===== src/rtl/core/u8d_pkg.sv =====
// Package for the UTF-8 stream decoder: widths, byte classes, codepoint
// limits and the result-pair type handed from the decode stage to the buffer.
// No dependencies.
package u8d_pkg;

  localparam int CP_W  = 21;
  localparam int MLV_W = 17;

  localparam logic [7:0] LEAD_LO   = 8'hC2;
  localparam logic [7:0] LEAD2_HI  = 8'hDF;
  localparam logic [7:0] LEAD3_LO  = 8'hE0;
  localparam logic [7:0] LEAD3_HI  = 8'hEF;
  localparam logic [7:0] LEAD4_LO  = 8'hF0;
  localparam logic [7:0] LEAD_HI   = 8'hF4;
  localparam logic [1:0] CONT_TAG  = 2'b10;

  localparam logic [CP_W-1:0] CP_REPL = 21'h00FFFD;
  localparam logic [CP_W-1:0] CP_MAX  = 21'h10FFFF;
  localparam logic [CP_W-1:0] SURR_LO = 21'h00D800;
  localparam logic [CP_W-1:0] SURR_HI = 21'h00DFFF;

  localparam logic [MLV_W-1:0] MIN_2B = 17'h00080;
  localparam logic [MLV_W-1:0] MIN_3B = 17'h00800;
  localparam logic [MLV_W-1:0] MIN_4B = 17'h10000;

  // Zero, one or two codepoints caused by one byte, in output order.
  typedef struct packed {
    logic [1:0]      cnt;
    logic [CP_W-1:0] cp0;
    logic [CP_W-1:0] cp1;
  } res_pair_t;

endpackage


===== src/rtl/core/u8d_core.sv =====
// Input byte register, sequence state and the decode logic that turns one
// byte into zero, one or two codepoints. Depends on u8d_pkg.
module u8d_core import u8d_pkg::*; (
  input  logic      clk,
  input  logic      rst,
  input  logic      in_valid,
  output logic      in_ready,
  input  logic [7:0] in_byte,
  input  logic      room,
  output logic      load,
  output res_pair_t res
);

  logic             s1_valid;
  logic [7:0]       s1_byte;
  logic [CP_W-1:0]  partial_value, partial_value_next;
  logic [MLV_W-1:0] min_legal_value, min_legal_value_next;
  logic [1:0]       bytes_remaining, bytes_remaining_next;

  logic             adv;
  logic             is_lead;
  logic [CP_W-1:0]  open_pv;
  logic [MLV_W-1:0] open_mlv;
  logic [1:0]       open_br;
  logic [CP_W-1:0]  acc;
  logic [CP_W-1:0]  b_cp;
  logic             bad_value;

  assign adv      = s1_valid && room;
  assign in_ready = !s1_valid || adv;
  assign load     = adv;

  always_ff @(posedge clk) begin
    if (rst) begin
      s1_valid <= 1'b0;
    end else if (in_ready) begin
      s1_valid <= in_valid;
    end
    if (in_ready && in_valid) begin
      s1_byte <= in_byte;
    end
  end

  always_ff @(posedge clk) begin
    if (rst) begin
      partial_value   <= '0;
      min_legal_value <= '0;
      bytes_remaining <= '0;
    end else if (adv) begin
      partial_value   <= partial_value_next;
      min_legal_value <= min_legal_value_next;
      bytes_remaining <= bytes_remaining_next;
    end
  end

  assign is_lead = (s1_byte >= LEAD_LO) && (s1_byte <= LEAD_HI);
  assign b_cp    = {{(CP_W-8){1'b0}}, s1_byte};
  assign acc     = {partial_value[CP_W-7:0], s1_byte[5:0]};
  assign bad_value = (acc < {{(CP_W-MLV_W){1'b0}}, min_legal_value}) || (acc > CP_MAX) ||
                     ((acc >= SURR_LO) && (acc <= SURR_HI));

  // Sequence opened by a lead byte.
  always_comb begin
    open_pv  = '0;
    open_mlv = '0;
    open_br  = 2'd0;
    priority if (s1_byte >= LEAD_LO && s1_byte <= LEAD2_HI) begin
      open_pv  = {{(CP_W-5){1'b0}}, s1_byte[4:0]};
      open_mlv = MIN_2B;
      open_br  = 2'd1;
    end else if (s1_byte >= LEAD3_LO && s1_byte <= LEAD3_HI) begin
      open_pv  = {{(CP_W-4){1'b0}}, s1_byte[3:0]};
      open_mlv = MIN_3B;
      open_br  = 2'd2;
    end else if (s1_byte >= LEAD4_LO && s1_byte <= LEAD_HI) begin
      open_pv  = {{(CP_W-3){1'b0}}, s1_byte[2:0]};
      open_mlv = MIN_4B;
      open_br  = 2'd3;
    end else begin
      open_pv  = '0;
    end
  end

  always_comb begin
    res                  = '0;
    partial_value_next   = '0;
    min_legal_value_next = '0;
    bytes_remaining_next = 2'd0;
    if (bytes_remaining != 2'd0) begin
      if (s1_byte[7:6] != CONT_TAG) begin
        // Broken sequence: replace, then handle the byte afresh.
        res.cp0 = CP_REPL;
        if (!s1_byte[7]) begin
          res.cnt = 2'd2;
          res.cp1 = b_cp;
        end else if (is_lead) begin
          res.cnt              = 2'd1;
          partial_value_next   = open_pv;
          min_legal_value_next = open_mlv;
          bytes_remaining_next = open_br;
        end else begin
          res.cnt = 2'd2;
          res.cp1 = CP_REPL;
        end
      end else if (bytes_remaining != 2'd1) begin
        partial_value_next   = acc;
        min_legal_value_next = min_legal_value;
        bytes_remaining_next = bytes_remaining - 2'd1;
      end else begin
        res.cnt = 2'd1;
        res.cp0 = bad_value ? CP_REPL : acc;
      end
    end else if (!s1_byte[7]) begin
      res.cnt = 2'd1;
      res.cp0 = b_cp;
    end else if (is_lead) begin
      partial_value_next   = open_pv;
      min_legal_value_next = open_mlv;
      bytes_remaining_next = open_br;
    end else begin
      res.cnt = 2'd1;
      res.cp0 = CP_REPL;
    end
  end

  a_adv_has_byte: assert property (@(posedge clk) disable iff (rst)
    load |-> s1_valid)
    else $error("decode stage advanced without a byte");

  a_never_three: assert property (@(posedge clk) disable iff (rst)
    s1_valid |-> res.cnt != 2'd3)
    else $error("decode produced more than two results");

  a_stall_holds: assert property (@(posedge clk) disable iff (rst)
    (s1_valid && !room) |=> (s1_valid && $stable(s1_byte) && $stable(bytes_remaining)))
    else $error("stalled byte or sequence state changed");

endmodule


===== config.mk =====
export PLATFORM = sky130hd
export DESIGN_NAME = u8d_core
export DESIGN_NICKNAME = d
export VERILOG_FILES = /design/src/rtl/core/u8d_pkg.sv /design/src/rtl/core/u8d_core.sv
export SDC_FILE = /design/constraint.sdc
export NUM_CORES = 1
export LEC_CHECK = 0
export BUFFER_PORTS_ARGS = -buffer_cell sky130_fd_sc_hd__clkbuf_2
export CAP_MARGIN = 0
export CORE_UTILIZATION = 41
export CTS_BUF_LIST = sky130_fd_sc_hd__clkbuf_4
export DETAILED_ROUTE_END_ITERATION = 10
export GPL_TIMING_DRIVEN = 0
export PLACE_DENSITY = 0.74
export SYNTH_ARGS = -nofsm -noshare
export SYNTH_HDL_FRONTEND = slang
export SYNTH_SLANG_ARGS = --single-unit
export TNS_END_PERCENT = 20

===== constraint.sdc =====
create_clock -name clk -period 2.33 [get_ports clk]
set_input_delay 0.3495 -clock clk [delete_from_list [all_inputs] [get_ports clk]]
set_output_delay 0.3495 -clock clk [all_outputs]
set_load 0.03 [all_outputs]

==> results of run 1 <==
worst max-delay path, stage by stage, from the launching register on:
cell	delay, ns
dfxtp_1	0.36
or4_4	0.52
or4_4	0.44
o21ai_4	0.22
or2_4	0.18
buf_6	0.12
o21a_1	0.16
buf_8	0.13
per-stage QoR:
stage	cells	cell area [sq um]	setup TNS [ns]	total power [mW]	setup WS, ns
2_1_floorplan	207	1770	-1.70	0.834	-0.148
3_5_place_dp	309	2090	-6.10	0.930	-0.411
3_3_place_gp	309	2090	-5.88	0.927	-0.403
4_1_cts	321	2440	-11.52	1.30	-0.470
5_1_grt	326	2550	-14.91	1.39	-0.553
6_report	326	2550	-11.74	1.32	-0.477
kinds of logic (layout without fill, tap and decap cells):
kind of cell    after synthesis  in the layout  share of synthesized area
simple gates                 69             69                      0.218
compound gates               63             63                      0.243
buf+inv                      36            105                      0.112
flops                        29             29                      0.388
fa+ha+maj                     4              4                     0.0294
other cells                   1              5                    0.00220
mux                           1              1                    0.00588
cell type report:
class                           instances  area share
Tap cell                               50      0.0246
Inverter                               14      0.0206
Timing Repair Buffer                   61       0.213
Clock inverter                          3     0.00491
Buffer                                 22      0.0643
Multi-Input combinational cell        142       0.394
Clock buffer                            5      0.0147
Sequential cell                        29       0.264
power by group through the flow:
stage / Clock, mW / Combinational [mW] / Sequential (mW)
final: 0.290 / 0.491 / 0.544
after global routing: 0.325 / 0.515 / 0.546
after CTS: 0.296 / 0.456 / 0.545
after detailed placement: 0 / 0.369 / 0.561
after global placement: 0 / 0.366 / 0.561
after floorplan: 0 / 0.279 / 0.555
per-layer routing:
metal  global-route usage  part of all wire
met1                0.290              0.43
met2                0.369              0.50
met3               0.0483             0.048
met4                0.101             0.023
met5                    0                 0
sequential cells by signal (all words and copies together) (netlist names):
register,flops
s1_byte,8
min_legal_value,3
bytes_remaining,2
partial_value,15
s1_valid,1
worst max path at each step:
stage,cells after the start,end,slack [ns],from
after floorplan,6,res[21],-0.15,partial_value[10]$_SDFFE_PP0P_
after global placement,5,res[29],-0.40,s1_byte[1]$_DFFE_PP_
after detailed placement,5,res[29],-0.41,s1_byte[1]$_DFFE_PP_
after CTS,7,res[29],-0.47,partial_value[10]$_SDFFE_PP0P_
after global routing,7,res[28],-0.55,partial_value[8]$_SDFFE_PP0P_
final,7,res[28],-0.48,partial_value[9]$_SDFFE_PP0P_
what timing repair did:
item                       CTS  global route
pin swaps                    7            10
gates resized for setup     64            37
setup endpoints to repair   48            48
buffers inserted             4             4
gates cloned                 0             1
hold buffers                 0             0
layout by cell type (no fill, tap or decap), drive strengths merged, types with 2 or more instances in the layout:
cell type / synthesis / routed
conb: 1 / 5
a21oi: 23 / 23
or2: 4 / 4
a211oi: 2 / 2
o21bai: 2 / 2
o21a: 16 / 16
nand2b: 4 / 4
clkinv: 0 / 3
and2: 5 / 5
a22oi: 3 / 3
nor3: 4 / 4
o21ai: 6 / 6
dfxtp: 21 / 21
clkbuf: 5 / 38
nor4b: 3 / 3
or3: 3 / 3
buf: 17 / 50
or4: 4 / 4
edfxtp: 8 / 8
ha: 4 / 4
nor2: 6 / 6
nand3: 2 / 2
nor3b: 2 / 2
inv: 14 / 14
nand2: 27 / 27
==> flow_summary_export.csv, run 1 <==
group,metric,value,unit
run,maxCapViolCount,0,
outcome,violations,"negative setup slack",
floorplan,die_area,4410,sq um
cells_and_area,multi_input_comb_area,1000,sq um
synthesis,avgSynthCellArea,8.38,sq um
clock_tree,cts_tree,"done",
pwr,p_int,0.847,mW
timing,slew_headroom,0.610,
place,place.gp.congestion,0.785,
timing,rsz0062_at_grt,"yes",
floorplan,fp.dieH,66.4,microns
clock_tree,htree_levels,2,
pwr,seq_power_share,0.411,
route,vias_per_cell,5.39,
synthesis,synth-edff-count,8,
timing,fin_crit_sh,1.20,
pwr,leakage,1.07,nW
route,post_drt_wl_per_cell,15.1,microns
cells_and_area,fin_util,0.637,
synthesis,yosysSeqAreaShare,0.388,
floorplan,ios,58,
pwr,switching_share,0.361,
pwr,ir_worst_vdd,0.000329,V
place,post-dp-hpwl,3130,microns
timing,setup_violations,35,
timing,final.setup.worst_slack,-0.477,ns
route,antenna_left,0,
synthesis,yosysTopAreaCell,"dfxtp_1",
critical_path,timing.rr.start,"bytes_remaining[0]$_SDFFE_PP0P_",
global_routing,antenna_found_initial,0,
synthesis,synthTopCellsByArea,"dfxtp_1 25%, edfxtp_1 14%, o21a_1 7.1%",
floorplan,initial_utilization,0.425,
route,first_iter_violations,79,
pwr,power.density,520,nW/um^2
clock_tree,cts_buffers,5,
place,io_buffers,52,
timing,hold_viol,0,
global_routing,grt_pass1_vias,1549,
route,wl,4910,microns
cells_and_area,nNetsFinal,291,
floorplan,core-area,4000,sq um
timing,fmax,356,MHz
cells_and_area,diodes,0,
synthesis,synth_flop_cell,"dfxtp_1",
critical_path,reg2reg_to,"partial_value[9]$_SDFFE_PP0P_",
pwr,power.switching,0.478,mW
synthesis,syn_area,1700,sq um
route,drc,0,
worst_hold_path,hold_start,"in_byte[4]",
critical_path,worstPathRequired,1.98,ns
cells_and_area,seqCellArea,672,sq um
clock_tree,clk_latency,0.34,ns
timing,tightest_slew,0.582,ns
critical_path,r2r_cells,8,
timing,clock_skew,0.0183,ns
clock_tree,path_clk_slew,0.11,ns
synthesis,ys_seq_elements,29,
global_routing,grt-ovfl-total,0,
worst_hold_path,hold_path_end,"s1_byte[4]$_DFFE_PP_",
critical_path,critical_path_class,"reg2out",
worst_hold_path,hold_path.class,"in2reg",
cells_and_area,drive_above_1_share,0.413,
clock_tree,ctsLongestPathBuffers,2,
critical_path,endpoint_kind,"output pin",
synthesis,yosys_warnings,0,
route,vias,1758,
clock_tree,cts_sinks,29,
synthesis,synth_cells,203,
cells_and_area,syn2layout_area_growth,49.7,%
synthesis,yosys.cell_count.top_type,"nand2_1",
floorplan,die_x,66.4,microns
critical_path,r2r_setup_slack,0.17,ns
critical_path,arrival,2.46,ns
timing,slew_violations,0,
global_routing,grt_pass1_wl,7420,microns
global_routing,grt_util_all_layers,0.228,
worst_hold_path,holdPathStages,1,
pwr,p_comb_frac,0.370,
synthesis,synth.top_cells.by_count,"27 x nand2_1, 23 x a21oi_1, 21 x dfxtp_1",
timing,hold_slack,0.175,ns
clock_tree,clockRootBuffer,"clkbuf_4",
synthesis,async_reset_ff_frac,0,
synthesis,synth_cell_types,45,
critical_path,path_max_fanout,5,
critical_path,start_kind,"flip-flop",
floorplan,row_count,23,
outcome,status,"finished with violations",
global_routing,grt_max_degree,11,
route,drt_first_pass_iters,4,
timing,timing.final.crit_period,2.81,ns
synthesis,synth_top_area_share,0.247,
pwr,clock_power_share,0.219,
cells_and_area,nFillCells,329,
No activity file was read; power rests on OpenSTA's default activity.
==> run 2: changes to the inputs <==
--- a/config.mk
+++ b/config.mk
@@ -13,4 +13,5 @@
 export GPL_TIMING_DRIVEN = 0
 export PLACE_DENSITY = 0.74
+export SKIP_LAST_GASP = 1
 export SYNTH_ARGS = -nofsm -noshare
 export SYNTH_HDL_FRONTEND = slang
==> constraint.sdc (replaced) <==
create_clock -name clk -period 2.33 [get_ports clk]
set_input_delay 0.1165 -clock clk [delete_from_list [all_inputs] [get_ports clk]]
set_output_delay 0.1165 -clock clk [all_outputs]
set_load 0.03 [all_outputs]
==> flow_summary_export.csv, run 2 (same netlist as run 1, synthesis figures left out) <==
group,metric,value,unit
timing,clock_skew,0.0195,ns
global_routing,grt_pass1_vias,1614,
critical_path,worstPathRequired,2.21,ns
cells_and_area,reg_top3,"partial_value x15, s1_byte x8, min_legal_value x3",
place,io_buffers,52,
critical_path,cp_slowest_cell,"or4b_4",
floorplan,fp.dieH,66.4,microns
timing,final.setup.worst_slack,-0.278,ns
global_routing,grt-ovfl-total,0,
floorplan,row_count,23,
floorplan,die_x,66.4,microns
clock_tree,cts_tree,"done",
clock_tree,ctsLongestPathBuffers,2,
cells_and_area,most-common-layout-cells,"33 x clkbuf_2, 27 x nand2_1, 25 x buf_4",
route,wl,5210,microns
cells_and_area,mostFrequentLayoutCell,"clkbuf_2",
route,antenna_left,0,
timing,hold_viol,0,
cells_and_area,top_register,"partial_value",
critical_path,endpoint,"res[36]",
cells_and_area,largest_register_ffs,15,
clock_tree,cts_buffers,5,
clock_tree,clk_latency,0.34,ns
cells_and_area,stdcell_area,2490,sq um
cells_and_area,stdcell_count,340,
critical_path,crit_cells,7,
critical_path,start_kind,"flip-flop",
critical_path,r2r_setup_slack,-0.02,ns
route,drc,0,
floorplan,ios,58,
timing,tightest_slew,0.602,ns
place,placed_area,2060,sq um
floorplan,die_area,4410,sq um
pwr,leakage,1.10,nW
timing,fin_crit_sh,1.12,
pwr,ir_worst_vdd,0.000485,V
clock_tree,path_clk_slew,0.10,ns
critical_path,critical_path.cell_chain,"o41ai_4 > o31ai_2 > or4b_4 > or2_4 > buf_6 > o21a_1 > clkbuf_4",
pwr,power.density,529,nW/um^2
critical_path,reg2reg_to,"partial_value[7]$_SDFFE_PP0P_",
critical_path,timing.rr.start,"bytes_remaining[0]$_SDFFE_PP0P_",
critical_path,endpoint_kind,"output pin",
cells_and_area,syn2layout_area_growth,46.5,%
global_routing,grt_pass1_wl,7960,microns
cells_and_area,nNetsFinal,305,
route,drt_first_pass_iters,4,
worst_hold_path,hold_start,"in_valid",
run,maxCapViolCount,0,
route,vias_per_cell,5.39,
global_routing,antenna_found_initial,0,
floorplan,initial_utilization,0.425,
cells_and_area,diodes,0,
outcome,status,"finished with violations",
critical_path,crit_path_start,"partial_value[13]$_SDFFE_PP0P_",
global_routing,grt_max_degree,11,
cells_and_area,fin_util,0.623,
timing,slew_headroom,0.597,
timing,timing.final.crit_period,2.61,ns
route,post_drt_wl_per_cell,15.3,microns
place,dp.cells,309,
critical_path,r2r_cells,8,
timing,fmax,383,MHz
clock_tree,htree_levels,2,
worst_hold_path,hold_path.class,"in2reg",
floorplan,core-area,4000,sq um
global_routing,grt_util_all_layers,0.242,
outcome,violations,"negative setup slack",
cells_and_area,drive_above_1_share,0.400,
route,first_iter_violations,129,
timing,slew_violations,0,
clock_tree,cts_sinks,29,
critical_path,path_max_fanout,5,
critical_path,arrival,2.49,ns
critical_path,critPathBufInv,2,
place,place.gp.congestion,0.814,
critical_path,slowest_delay,0.53,ns
timing,setup_violations,36,
route,vias,1834,
place,post-dp-hpwl,3190,microns
critical_path,critical_path_class,"reg2out",
clock_tree,clockRootBuffer,"clkbuf_4",
timing,rsz0062_at_grt,"yes",
pwr,p_total,1.32,mW
critical_path,critPathTopFamily,"simple AND/OR/NAND/NOR gates",
## run 2: changes by cell type in the layout (fill, tap and decap cells not counted), sizes merged
cell / delta
dlygate4sd3: +9
clkinv: -1
clkbuf: +20
buf: -15
and2: +1
## run 2: what timing repair did
| item | in CTS | in global routing |
|---|---|---|
| setup buffers | 7 | 5 |
| hold endpoints to repair | 9 | 0 |
| cloned | 1 | 1 |
| pin swaps | 4 | 3 |
| hold buffers | 9 | 0 |
| endpoints found under the setup margin | 46 | 48 |
| resized for setup | 32 | 26 |
## run 2: worst min path at each step
stage                                       to  slack, ns  cells after the start
3_3_place_gp              s1_byte[1]$_DFFE_PP_       0.29                      1
2_1_floorplan  bytes_remaining[1]$_SDFFE_PP0P_       0.20                      1
5_1_grt                  s1_valid$_SDFFE_PP0N_      0.002                      3
4_1_cts                  s1_valid$_SDFFE_PP0N_     0.0005                      3
6_report                 s1_valid$_SDFFE_PP0N_      0.009                      3
3_5_place_dp              s1_byte[7]$_DFFE_PP_       0.30                      1
## run 2: routing by layer
layer  GRT usage  wire length, microns  up-vias
met5           0                     0        -
met4       0.120                   167        0
met3      0.0448                   330       17
met2       0.395                  2640       75
met1       0.303                  2070      865
li1            -                     -      877
## run 2: final cells by class
cell class	count	area, sq um
buffer	22	146
clock buffer	6	45.0
clock inverter	2	10.0
fill	336	1510
inverter	14	52.6
multi-input combinational	143	995
sequential	29	668
tap	50	62.6
timing repair buffer	74	514
## run 2: power breakdown
part / total [mW] / switching, mW / internal [mW]
Sequential: 0.546 / 0.0139 / 0.532
Combinational: 0.457 / 0.278 / 0.179
Clock: 0.316 / 0.190 / 0.126
Total: 1.32 / 0.482 / 0.838
## run 2: tightest hold or removal path, delay by kind of cell
family / cells / cell delay [ns]
AO/OA/AOI/OAI: 1 / 0.05
buffers and inverters: 2 / 0.13
## run 2: metrics by stage
| stage | setup slack (ns) | TNS, ns | hold slack (ns) |
|---|---|---|---|
| after detailed placement | -0.191 | -2.16 | 0.295 |
| after global routing | -0.343 | -8.69 | 0.00195 |
| after CTS | -0.266 | -6.73 | 0.000480 |
| after floorplan | 0.0659 | 0 | 0.195 |
| after global placement | -0.135 | -1.59 | 0.293 |
| final | -0.278 | -5.25 | 0.00874 |
