[config.mk]
export PLATFORM = sky130hd
export DESIGN_NAME = u8d_outbuf
export DESIGN_NICKNAME = d
export VERILOG_FILES = /design/src/rtl/core/u8d_pkg.sv /design/src/rtl/core/u8d_outbuf.sv
export SDC_FILE = /design/constraint.sdc
export NUM_CORES = 1
export LEC_CHECK = 0
export CAP_MARGIN = 15
export CORE_MARGIN = 2
export CORE_UTILIZATION = 30
export CTS_BUF_LIST = sky130_fd_sc_hd__clkbuf_8
export DETAILED_ROUTE_END_ITERATION = 12
export DONT_BUFFER_PORTS = 1
export GPL_TIMING_DRIVEN = 0
export HOLD_SLACK_MARGIN = 0.15
export PLACE_DENSITY = 0.41
export RECOVER_POWER = 25
export SLEW_MARGIN = 20
export SYNTH_ARGS = -nofsm -noshare
export SYNTH_HDL_FRONTEND = slang
export SYNTH_SLANG_ARGS = --single-unit
[constraint.sdc]
create_clock -name clk -period 5.55 [get_ports clk]
set_clock_uncertainty 0.2 [all_clocks]
set_input_delay 1.11 -clock clk [delete_from_list [all_inputs] [get_ports clk]]
set_output_delay 1.11 -clock clk [all_outputs]
set_load 0.005 [all_outputs]
[src/rtl/core/u8d_pkg.sv]
// Package for the UTF-8 stream decoder: widths, byte classes, codepoint
// limits and the result-pair type handed from the decode stage to the buffer.
// No dependencies.
package u8d_pkg;

  localparam int CP_W  = 21;
  localparam int MLV_W = 17;

  localparam logic [7:0] LEAD_LO   = 8'hC2;
  localparam logic [7:0] LEAD2_HI  = 8'hDF;
  localparam logic [7:0] LEAD3_LO  = 8'hE0;
  localparam logic [7:0] LEAD3_HI  = 8'hEF;
  localparam logic [7:0] LEAD4_LO  = 8'hF0;
  localparam logic [7:0] LEAD_HI   = 8'hF4;
  localparam logic [1:0] CONT_TAG  = 2'b10;

  localparam logic [CP_W-1:0] CP_REPL = 21'h00FFFD;
  localparam logic [CP_W-1:0] CP_MAX  = 21'h10FFFF;
  localparam logic [CP_W-1:0] SURR_LO = 21'h00D800;
  localparam logic [CP_W-1:0] SURR_HI = 21'h00DFFF;

  localparam logic [MLV_W-1:0] MIN_2B = 17'h00080;
  localparam logic [MLV_W-1:0] MIN_3B = 17'h00800;
  localparam logic [MLV_W-1:0] MIN_4B = 17'h10000;

  // Zero, one or two codepoints caused by one byte, in output order.
  typedef struct packed {
    logic [1:0]      cnt;
    logic [CP_W-1:0] cp0;
    logic [CP_W-1:0] cp1;
  } res_pair_t;

endpackage

[src/rtl/core/u8d_outbuf.sv]
// Result buffer: holds the up to two codepoints of one byte and hands them
// out one per cycle while the receiver is ready, marking the last. Depends on u8d_pkg.
module u8d_outbuf import u8d_pkg::*; (
  input  logic            clk,
  input  logic            rst,
  input  logic            load,
  input  res_pair_t       res,
  output logic            room,
  output logic            out_valid,
  input  logic            out_ready,
  output logic [CP_W-1:0] codepoint,
  output logic            last_of_run
);

  logic [1:0]      cnt;
  logic [CP_W-1:0] cp0;
  logic [CP_W-1:0] cp1;
  logic            pop;

  assign out_valid   = cnt != 2'd0;
  assign pop         = out_valid && out_ready;
  assign room        = (cnt == 2'd0) || ((cnt == 2'd1) && pop);
  assign codepoint   = cp0;
  assign last_of_run = cnt == 2'd1;

  always_ff @(posedge clk) begin
    if (rst) begin
      cnt <= 2'd0;
    end else if (load) begin
      cnt <= res.cnt;
    end else if (pop) begin
      cnt <= cnt - 2'd1;
    end
    if (load) begin
      cp0 <= res.cp0;
      cp1 <= res.cp1;
    end else if (pop) begin
      cp0 <= cp1;
    end
  end

  a_load_room: assert property (@(posedge clk) disable iff (rst)
    load |-> room)
    else $error("result loaded over pending results");

  a_no_surrogate: assert property (@(posedge clk) disable iff (rst)
    out_valid |-> !((codepoint >= SURR_LO) && (codepoint <= SURR_HI)))
    else $error("surrogate codepoint emitted");

  a_in_range: assert property (@(posedge clk) disable iff (rst)
    out_valid |-> codepoint <= CP_MAX)
    else $error("codepoint above range emitted");

endmodule

==> metrics.txt, run 1 <==
Slowest-stage cell, CP=nand2_1; H-Tree Level Count=2; reg2reg path depth=4; Routed Antenna Nets=0; flop2flop setup slack=3.37 ns; global-route wire length before repair=4320 um; synth warn=0; fin crit share=45.5%; largest net degree at the start of global routing=23; clock latency on the worst-skew pair=0.29 ns; area grow syn2layout=11.3%; Worst EP arrival=1.22 ns; Max Fclk=0.396 GHz; worst r2r dst=codepoint[9]; startpoint class of the critical path=input port; fin util=35.0%; status=finished clean; Initial Util=31.5%; CP endpoint=room; Tightest Pin Transition=0.999 ns; most frequent CP cell=nand2_1; Flop pwr share=59.5%; Synth Instances=85; global-route usage over all layers=9.48%; Setup crit end kind=primary output; chip width=80.5 um; Final #Nets=142; pwr dens=354 mW/mm^2; Critical path buffers and inverters=0; Max Slew Vio Count=0; Clock power frac=34.1%; WL/cell=17.8 um; CORE AREA=0.00557 mm^2; commonest non-fill, non-tap cell in the layout=edfxtp_1; post-detail-place hpwl=2060 um; setup repair bufs after CTS=0; Worst Setup SP=out_ready; internal cell power=557 uW; clk sink count=44; net switching fraction of the power=19.4%; placed insts=157; Synthesized Nets=135; num rows=27; final RePlAce weighted congestion=0.615; clock slew at reported path FFs=0.07 ns; proportion of layout cells with a drive suffix above 1=33.3%; commonest non-fill, non-tap cells in the layout=edfxtp_1, mux2_4, clkbuf_8, inv_1; Post-CTS Resized=0; hold crit path type=reg -> reg; worst vdd ir=127 uV; vias per cell=4.56; #FFs+latches synth=44; DR pass1 iterations=4; final cell count without fillers=165; RSZ-0062 raised after global routing=no; die height=80.5 um; post-route minimum period=2.53 ns; mapped cell area=0.00176 mm^2; count of final setup violators=0; CTS root buf=clkbuf_8; R2R Path Start=cnt[0]; Final Worst Setup Slack=3.02 ns; Worst EP required=4.24 ns; max incr delay on CP=0.08 ns; CTS buffer count=5; initial antenna violation count=0; detailed-route via count=752; die area=0.00648 mm^2; GRT overflow=0; IO Count=72; CTS tree=yes; final hold vios=0; drt total wl=2930 um; Max Cap Viol=0; kind of critical path=in -> out; initial DRC count=15; LEAKAGE=0.000722 uW; relative max-transition margin=33.4%; Crit Path Max Fanout=3; hold_buf cts=0; average size of a mapped cell=20.7 um^2; Critical Path Stages=2; Place WS=2.73 ns; Fin Setup TNS=0 ns; CTS max path bufs=2; Comb power frac=6.5%; Distinct cells, synth=17; cell family with most CP delay=simple AND/OR/NAND/NOR gates; crit path cell chain=nand2_1, nand2_1; Switch Pwr=134 uW; drc violations=0; ant diodes=0; vias in the first global route=815; Port Buf Inserts=0; share of the yosys chip area belonging to registers=74.1%
==> routing by layer <==
metal | share of wire, % | up-vias | GRT usage, %
met5 | 0 | - | 0
met4 | 2.1 | 0 | 5.59
met3 | 11 | 8 | 4.49
met2 | 51 | 46 | 15.8
met1 | 36 | 365 | 9.58
li1 | - | 333 | -
==> final cells by class <==
cell class | count | area, um^2
Buffer | 3 | 33.8
Fill cell | 546 | 3620
Multi-Input combinational cell | 34 | 405
Clock inverter | 3 | 38.8
Inverter | 4 | 15.0
Sequential cell | 44 | 1300
Clock buffer | 5 | 68.8
Tap cell | 72 | 90.1
==> power groups by stage <==
stage	Sequential [uW]	Clock [uW]	Combinational, uW
after global placement	419	0	44.5
after detailed placement	419	0	45.6
final	411	235	44.7
after CTS	412	245	45.8
after floorplan	415	0	39.3
after global routing	414	257	49.1
==> state kept, by name (all words and copies together) (netlist names) <==
name       flops
cnt            2
cp1           21
codepoint     21
==> per-stage QoR <==
step	hold slack [ns]	cell area [um^2]	total power, uW
floorplan	0.301	1760	454
global placement	0.325	1850	463
detailed placement	0.323	1850	465
CTS	0.348	1950	703
global route	0.368	1950	720
finish	0.342	1950	691
==> cell families (layout without fill, tap and decap cells) <==
logic type,after synthesis,in the layout,synth area share [%]
AOI/OAI and AO/OA,3,3,1.43
xor gates and xnor gates,1,1,0.499
buffers and inverters,7,15,2.78
adders and majority gates,2,2,1.43
muxes,21,21,17.3
and+or+nand+nor,7,7,2.42
DFF,44,44,74.1
==> cells in the mapped netlist <==
cell type | number | area (um^2)
a211oi_2 | 1 | 12.5
a21oi_1 | 1 | 5.00
buf_6 | 3 | 33.8
dfxtp_1 | 2 | 40.0
edfxtp_1 | 42 | 1260
ha_1 | 2 | 25.0
inv_1 | 3 | 11.3
inv_2 | 1 | 3.75
mux2_1 | 3 | 33.8
mux2_4 | 18 | 270
nand2_1 | 3 | 11.3
nand3b_1 | 1 | 7.51
nor2_1 | 1 | 3.75
nor2b_4 | 1 | 13.8
o211ai_1 | 1 | 7.51
or2_1 | 1 | 6.26
xnor2_1 | 1 | 8.76
==> how the worst min path moves through the flow <==
| stage | from | cells after the start | slack, ns | endpoint |
|---|---|---|---|---|
| floorplan | cp1[14] | 1 | 0.30 | codepoint[14] |
| CTS | cp1[20] | 1 | 0.35 | codepoint[20] |
| global placement | cp1[20] | 1 | 0.32 | codepoint[20] |
| finish | cp1[20] | 1 | 0.34 | codepoint[20] |
| global route | cp1[11] | 1 | 0.37 | codepoint[11] |
| detailed placement | cp1[20] | 1 | 0.32 | codepoint[20] |
(Power assumes the default switching activity.)
==> inputs of run 2 (changes only) <==
Settings changed: ABC_AREA set to 1, PLACE_DENSITY 0.41 to 0.42.
Clock period 5.55 ns to 2.1 ns, I/O delays scaled along.
==> metrics.txt, run 2 <==
Final Worst Setup Slack=0.228 ns (-2.80 ns); Post-synth top flop=edfxtp_1; Synthesized Nets=188 (+39%); Crit Path Max Fanout=21 (+18); average size of a mapped cell=12.5 um^2 (-40%); Max Fclk=0.534 GHz; status=finished clean; Worst EP required=1.81 ns (-2.43 ns); Fin Setup TNS=0 ns (unchanged); chip width=79.8 um (-0.85%); worst r2r dst=codepoint[7]; Distinct cells, synth=15 (-2); synth warn=0 (unchanged); ant diodes=0 (unchanged); hold crit path type=in -> reg; reg2reg path depth=5 (+1); CP endpoint=cp1[15]; Tightest Pin Transition=0.945 ns (-0.0536 ns); RSZ-0062 raised after global routing=no; commonest non-fill, non-tap cell in the layout=nand2_1; Max Slew Vio Count=0 (unchanged); LEAKAGE=0.00100 uW (+39%); dominant cell type by area after synthesis=edfxtp_1; Port Buf Inserts=0 (unchanged); final hold vios=0 (unchanged); fin crit share=89.2%; detailed-route via count=1079 (+43%); flop2flop setup slack=0.42 ns (-2.95 ns); max incr delay on CP=1.16 ns (+1.08 ns); Max Cap Viol=0 (unchanged); IO Count=72 (unchanged); commonest non-fill, non-tap cells in the layout=nand2_1, dlygate4sd3_1, edfxtp_1, inv_1, clkbuf_8; die area=0.00637 mm^2 (-1.7%); CTS max path bufs=2 (unchanged); count leader, synth=nand2_1; Worst Setup SP=load; biggest regs=codepoint (21), cp1 (21), cnt (2); R2R Path Start=cnt[0]; global-route wire length before repair=5310 um (+23%); Critical path buffers and inverters=1 (+1); Place WS=0.424 ns (-2.31 ns); vias in the first global route=1074 (+32%); count of final setup violators=0 (unchanged); DR pass1 iterations=4 (unchanged); post-detail-place hpwl=2280 um (+11%); drt total wl=3360 um (+15%); crit path cell chain=dlygate4sd3_1; CTS tree=yes; global-route usage over all layers=11.5% (+2.0 points); Routed Antenna Nets=0 (unchanged); largest cells by area after synthesis=edfxtp_1, nand2_1, dfxtp_1; sequential cell area=0.00130 mm^2 (unchanged); worst vdd ir=440 uV (+250%); proportion of layout cells with a drive suffix above 1=9.47% (-24 points); #FFs+latches synth=44 (unchanged); share of the yosys chip area belonging to registers=75.5% (+1.3 points); synth cell count leaders=nand2_1, edfxtp_1, inv_1; startpoint class of the critical path=input port; Final #Nets=239 (+68%); largest net degree at the start of global routing=25 (+8.7%); Synth top area share=73.1% (+1.3 points); WL/cell=12.8 um (-28%); mapped cell area=0.00172 mm^2 (-1.8%); pwr dens=891 mW/mm^2 (+150%); vias per cell=4.12 (-9.6%); post-route minimum period=1.87 ns; CORE AREA=0.00554 mm^2 (-0.61%); Initial Util=31.1% (-0.37 points); area grow syn2layout=40.0%; Post-synth EDFFs=42 (unchanged); area of the multi-input gates=340 um^2 (-16%); kind of critical path=in -> reg; Synth Instances=138 (+62%); GRT overflow=0 (unchanged); Setup crit end kind=flip-flop; Worst EP arrival=1.59 ns (+0.37 ns); final RePlAce weighted congestion=0.691 (+12%); cell family with most CP delay=buffers and inverters; initial DRC count=55 (+40); hold_buf cts=44 (+44); relative max-transition margin=36.8% (+3.4 points); CTS buffer count=5 (unchanged); clock latency on the worst-skew pair=0.29 ns (about the same); Post-CTS Resized=0 (unchanged); clock slew at reported path FFs=0.08 ns (about the same); Critical Path Stages=1 (-1); fillers=540 (-1.1%); num rows=27 (unchanged); die height=79.8 um (-0.85%); clk sink count=44 (unchanged); setup repair bufs after CTS=0 (unchanged); CTS root buf=clkbuf_8; drc violations=0 (unchanged); Slowest-stage cell, CP=dlygate4sd3_1; async set or reset register ratio after synthesis=0% (unchanged); H-Tree Level Count=2 (unchanged); initial antenna violation count=0 (unchanged)
[run 2: cell types whose count changed in the layout (fill, tap and decap cells not counted), sizes merged, moves of 3 or more]
cell	change
nand2	+71
dlygate4sd3	+44
mux2	-21
nor2	+3
[run 2: routing by layer]
layer | track usage, % | up-vias | part of all wire [%]
li1 | - | 549 | -
met1 | 11.9 | 494 | 40
met2 | 21.4 | 32 | 55
met3 | 3.73 | 4 | 4.4
met4 | 4.07 | 0 | 0.86
met5 | 0 | - | 0
[run 2: kinds of logic (layout without fill, tap and decap cells)]
group	Yosys count	after routing	share of synthesized area (%)
AOI/OAI and AO/OA	1	1	0.290
adders and majority gates	2	2	1.45
buffers and inverters	12	64	4.79
DFF	44	44	75.5
and+or+nand+nor	79	79	18.0
[run 2: stage by stage]
stage                     area (um^2)  hold slack (ns)  instances  util [%]  total power (uW)
after floorplan                  1720            0.287        138         -              1190
after global placement           1810            0.294        210      32.7              1220
after detailed placement         1810            0.299        210      32.7              1230
after CTS                        2410            0.174        262      43.6              2180
after global routing             2410            0.217        262      43.6              2250
final                            2410            0.175        262      43.6              2150
[run 2: cell type report]
class | instances | area share [%]
inverters | 7 | 1.40
clock inverters | 3 | 3.73
repair buffers | 44 | 18.2
flip-flops and latches | 44 | 53.9
multi-input cells | 82 | 14.1
clock buffers | 5 | 2.85
well taps | 72 | 3.73
plain buffers | 5 | 2.02
[run 2: where the power goes]
| group | internal (uW) | total (uW) | switching (uW) |
|---|---|---|---|
| Sequential | 1060 | 1090 | 34.1 |
| Combinational | 91.3 | 181 | 90.2 |
| Clock | 595 | 876 | 281 |
| Total | 1740 | 2150 | 406 |
[run 2: how the worst min path moves through the flow]
stage                     startpoint      endpoint  slack [ns]  cells past startpoint
final                        res[43]        cnt[1]        0.18                      4
after global routing         res[43]        cnt[1]        0.22                      4
after CTS                    res[43]        cnt[1]        0.17                      4
after detailed placement      cp1[7]  codepoint[7]        0.30                      2
after global placement        cp1[7]  codepoint[7]        0.29                      2
after floorplan               cp1[0]  codepoint[0]        0.29                      2
==> inputs of run 3 (changes only) <==
Settings changed: PLACE_DENSITY 0.42 to 0.41, REMOVE_ABC_BUFFERS set to 1.
Clock period 2.1 ns to 2.4 ns, I/O delays scaled along.
==> metrics.txt, run 3 (same netlist as run 2, synthesis figures left out) <==
count of final setup violators=0 (unchanged); fin util=37.2% (-6.3 points); Place WS=0.665 ns (+0.242 ns); global-route wire length before repair=5030 um (-5.2%); LEAKAGE=0.000848 uW (-15%); detailed-route via count=1022 (-5.3%); Max Slew Vio Count=0 (unchanged); Fin Setup TNS=0 ns (unchanged); status=finished clean; sequential cell area=0.00130 mm^2 (unchanged); clock latency on the worst-skew pair=0.28 ns (about the same); Initial Util=31.1% (unchanged); startpoint class of the critical path=input port; WL/cell=13.4 um (+4.4%); final instance area=0.00206 mm^2 (-15%); Critical path buffers and inverters=1 (unchanged); vias in the first global route=1055 (-1.8%); drt total wl=3140 um (-6.8%); post-route minimum period=1.97 ns; final hold vios=0 (unchanged); CTS root buf=clkbuf_8; clk sink count=44 (unchanged); commonest non-fill, non-tap cell in the layout=nand2_1; Worst EP arrival=1.68 ns (+0.09 ns); DR pass1 iterations=4 (unchanged); initial antenna violation count=0 (unchanged); Placed Area=0.00177 mm^2 (-2.7%); hold crit path type=in -> reg; setup repair bufs after CTS=0 (unchanged); biggest regs=codepoint (21), cp1 (21), cnt (2); CTS buffer count=5 (unchanged); cell family with most CP delay=buffers and inverters; largest net degree at the start of global routing=27 (+8.0%); ant diodes=0 (unchanged); Worst EP required=2.11 ns (+0.30 ns); die height=79.8 um (unchanged); kind of critical path=in -> reg; Tightest Pin Transition=0.989 ns (+0.0437 ns); relative max-transition margin=33.8% (-2.9 points); vias per cell=4.37 (+6.1%); Final Worst Setup Slack=0.435 ns (+0.207 ns); global-route usage over all layers=10.7% (-0.74 points); proportion of layout cells with a drive suffix above 1=6.79% (-2.7 points); post-detail-place hpwl=1990 um (-13%); initial DRC count=60 (+9.1%); clock slew at reported path FFs=0.07 ns (about the same); Port Buf Inserts=0 (unchanged); area grow syn2layout=19.7%; Setup crit end kind=flip-flop; worst vdd ir=264 uV (-40%); Max Fclk=0.509 GHz; CORE AREA=0.00554 mm^2 (unchanged); CTS tree=yes; area of the multi-input gates=340 um^2 (unchanged); Crit Path Max Fanout=26 (+24%); H-Tree Level Count=2 (unchanged); drc violations=0 (unchanged); CTS max path bufs=2 (unchanged); fillers=578 (+7.0%); die area=0.00637 mm^2 (unchanged); Slowest-stage cell, CP=dlygate4sd3_1; pwr dens=721 mW/mm^2 (-19%); final RePlAce weighted congestion=0.645 (-6.6%); commonest non-fill, non-tap cells in the layout=nand2_1, edfxtp_1, dlygate4sd3_1, inv_1, clkbuf_8; Routed Antenna Nets=0 (unchanged); Final #Nets=212 (-11%); crit path cell chain=dlygate4sd3_1; Max Cap Viol=0 (unchanged); IO Count=72 (unchanged); chip width=79.8 um (unchanged); fin crit share=81.9%; num rows=27 (unchanged); max incr delay on CP=1.19 ns (+0.03 ns); RSZ-0062 raised after global routing=no; GRT overflow=0 (unchanged)
## run 3: metal layers
layer  global-route usage (%)  wire length, um  share of wire, %
met5                        0                0                 0
met4                     4.92               53               1.7
met3                     5.32              257               8.2
met2                     18.7             1620                52
met1                     10.7             1210                38
## run 3: where the power goes
group	internal (uW)	total, uW	switching [uW]	leakage (uW)
clock	194	417	223	0.0000452
sequential	926	953	27.9	0.000435
combinational	49.8	117	66.8	0.000368
total	1170	1490	318	0.000848
## run 3: worst paths after layout
kind                             start             to  slack [ns]  cells after the start
worst max-delay path              load         cp1[5]        0.43                      1
worst min-delay path               rst         cnt[1]        0.17                      3
worst max register to register  cnt[0]  codepoint[18]        0.67                      5
worst min register to register  cp1[6]   codepoint[6]        0.31                      2
## run 3: worst min-delay path, cell delays in order
cell     delay [ns]
inv_1          0.04
nand2_1        0.06
nor2_1         0.04
## run 3: timing repair
action | CTS | global route
endpoints found under the setup margin | 0 | 0
hold buffers | 22 | 0
endpoints found under the hold margin | 42 | 0
gates resized for setup | 0 | 0
## run 3: area by class of cell
type | instances | area share, %
clock inverters | 2 | 0.424
inverters | 7 | 1.64
multi-input cells | 82 | 16.5
flip-flops and latches | 44 | 63.1
well taps | 72 | 4.37
clock buffers | 5 | 3.34
repair buffers | 22 | 10.7
## run 3: stage by stage
step / hold WS [ns] / power, uW / cells
after floorplan: 0.287 / 1030 / 133
after global placement: 0.290 / 1050 / 205
after detailed placement: 0.297 / 1060 / 205
after CTS: 0.158 / 1520 / 234
after global routing: 0.158 / 1570 / 234
final: 0.173 / 1490 / 234
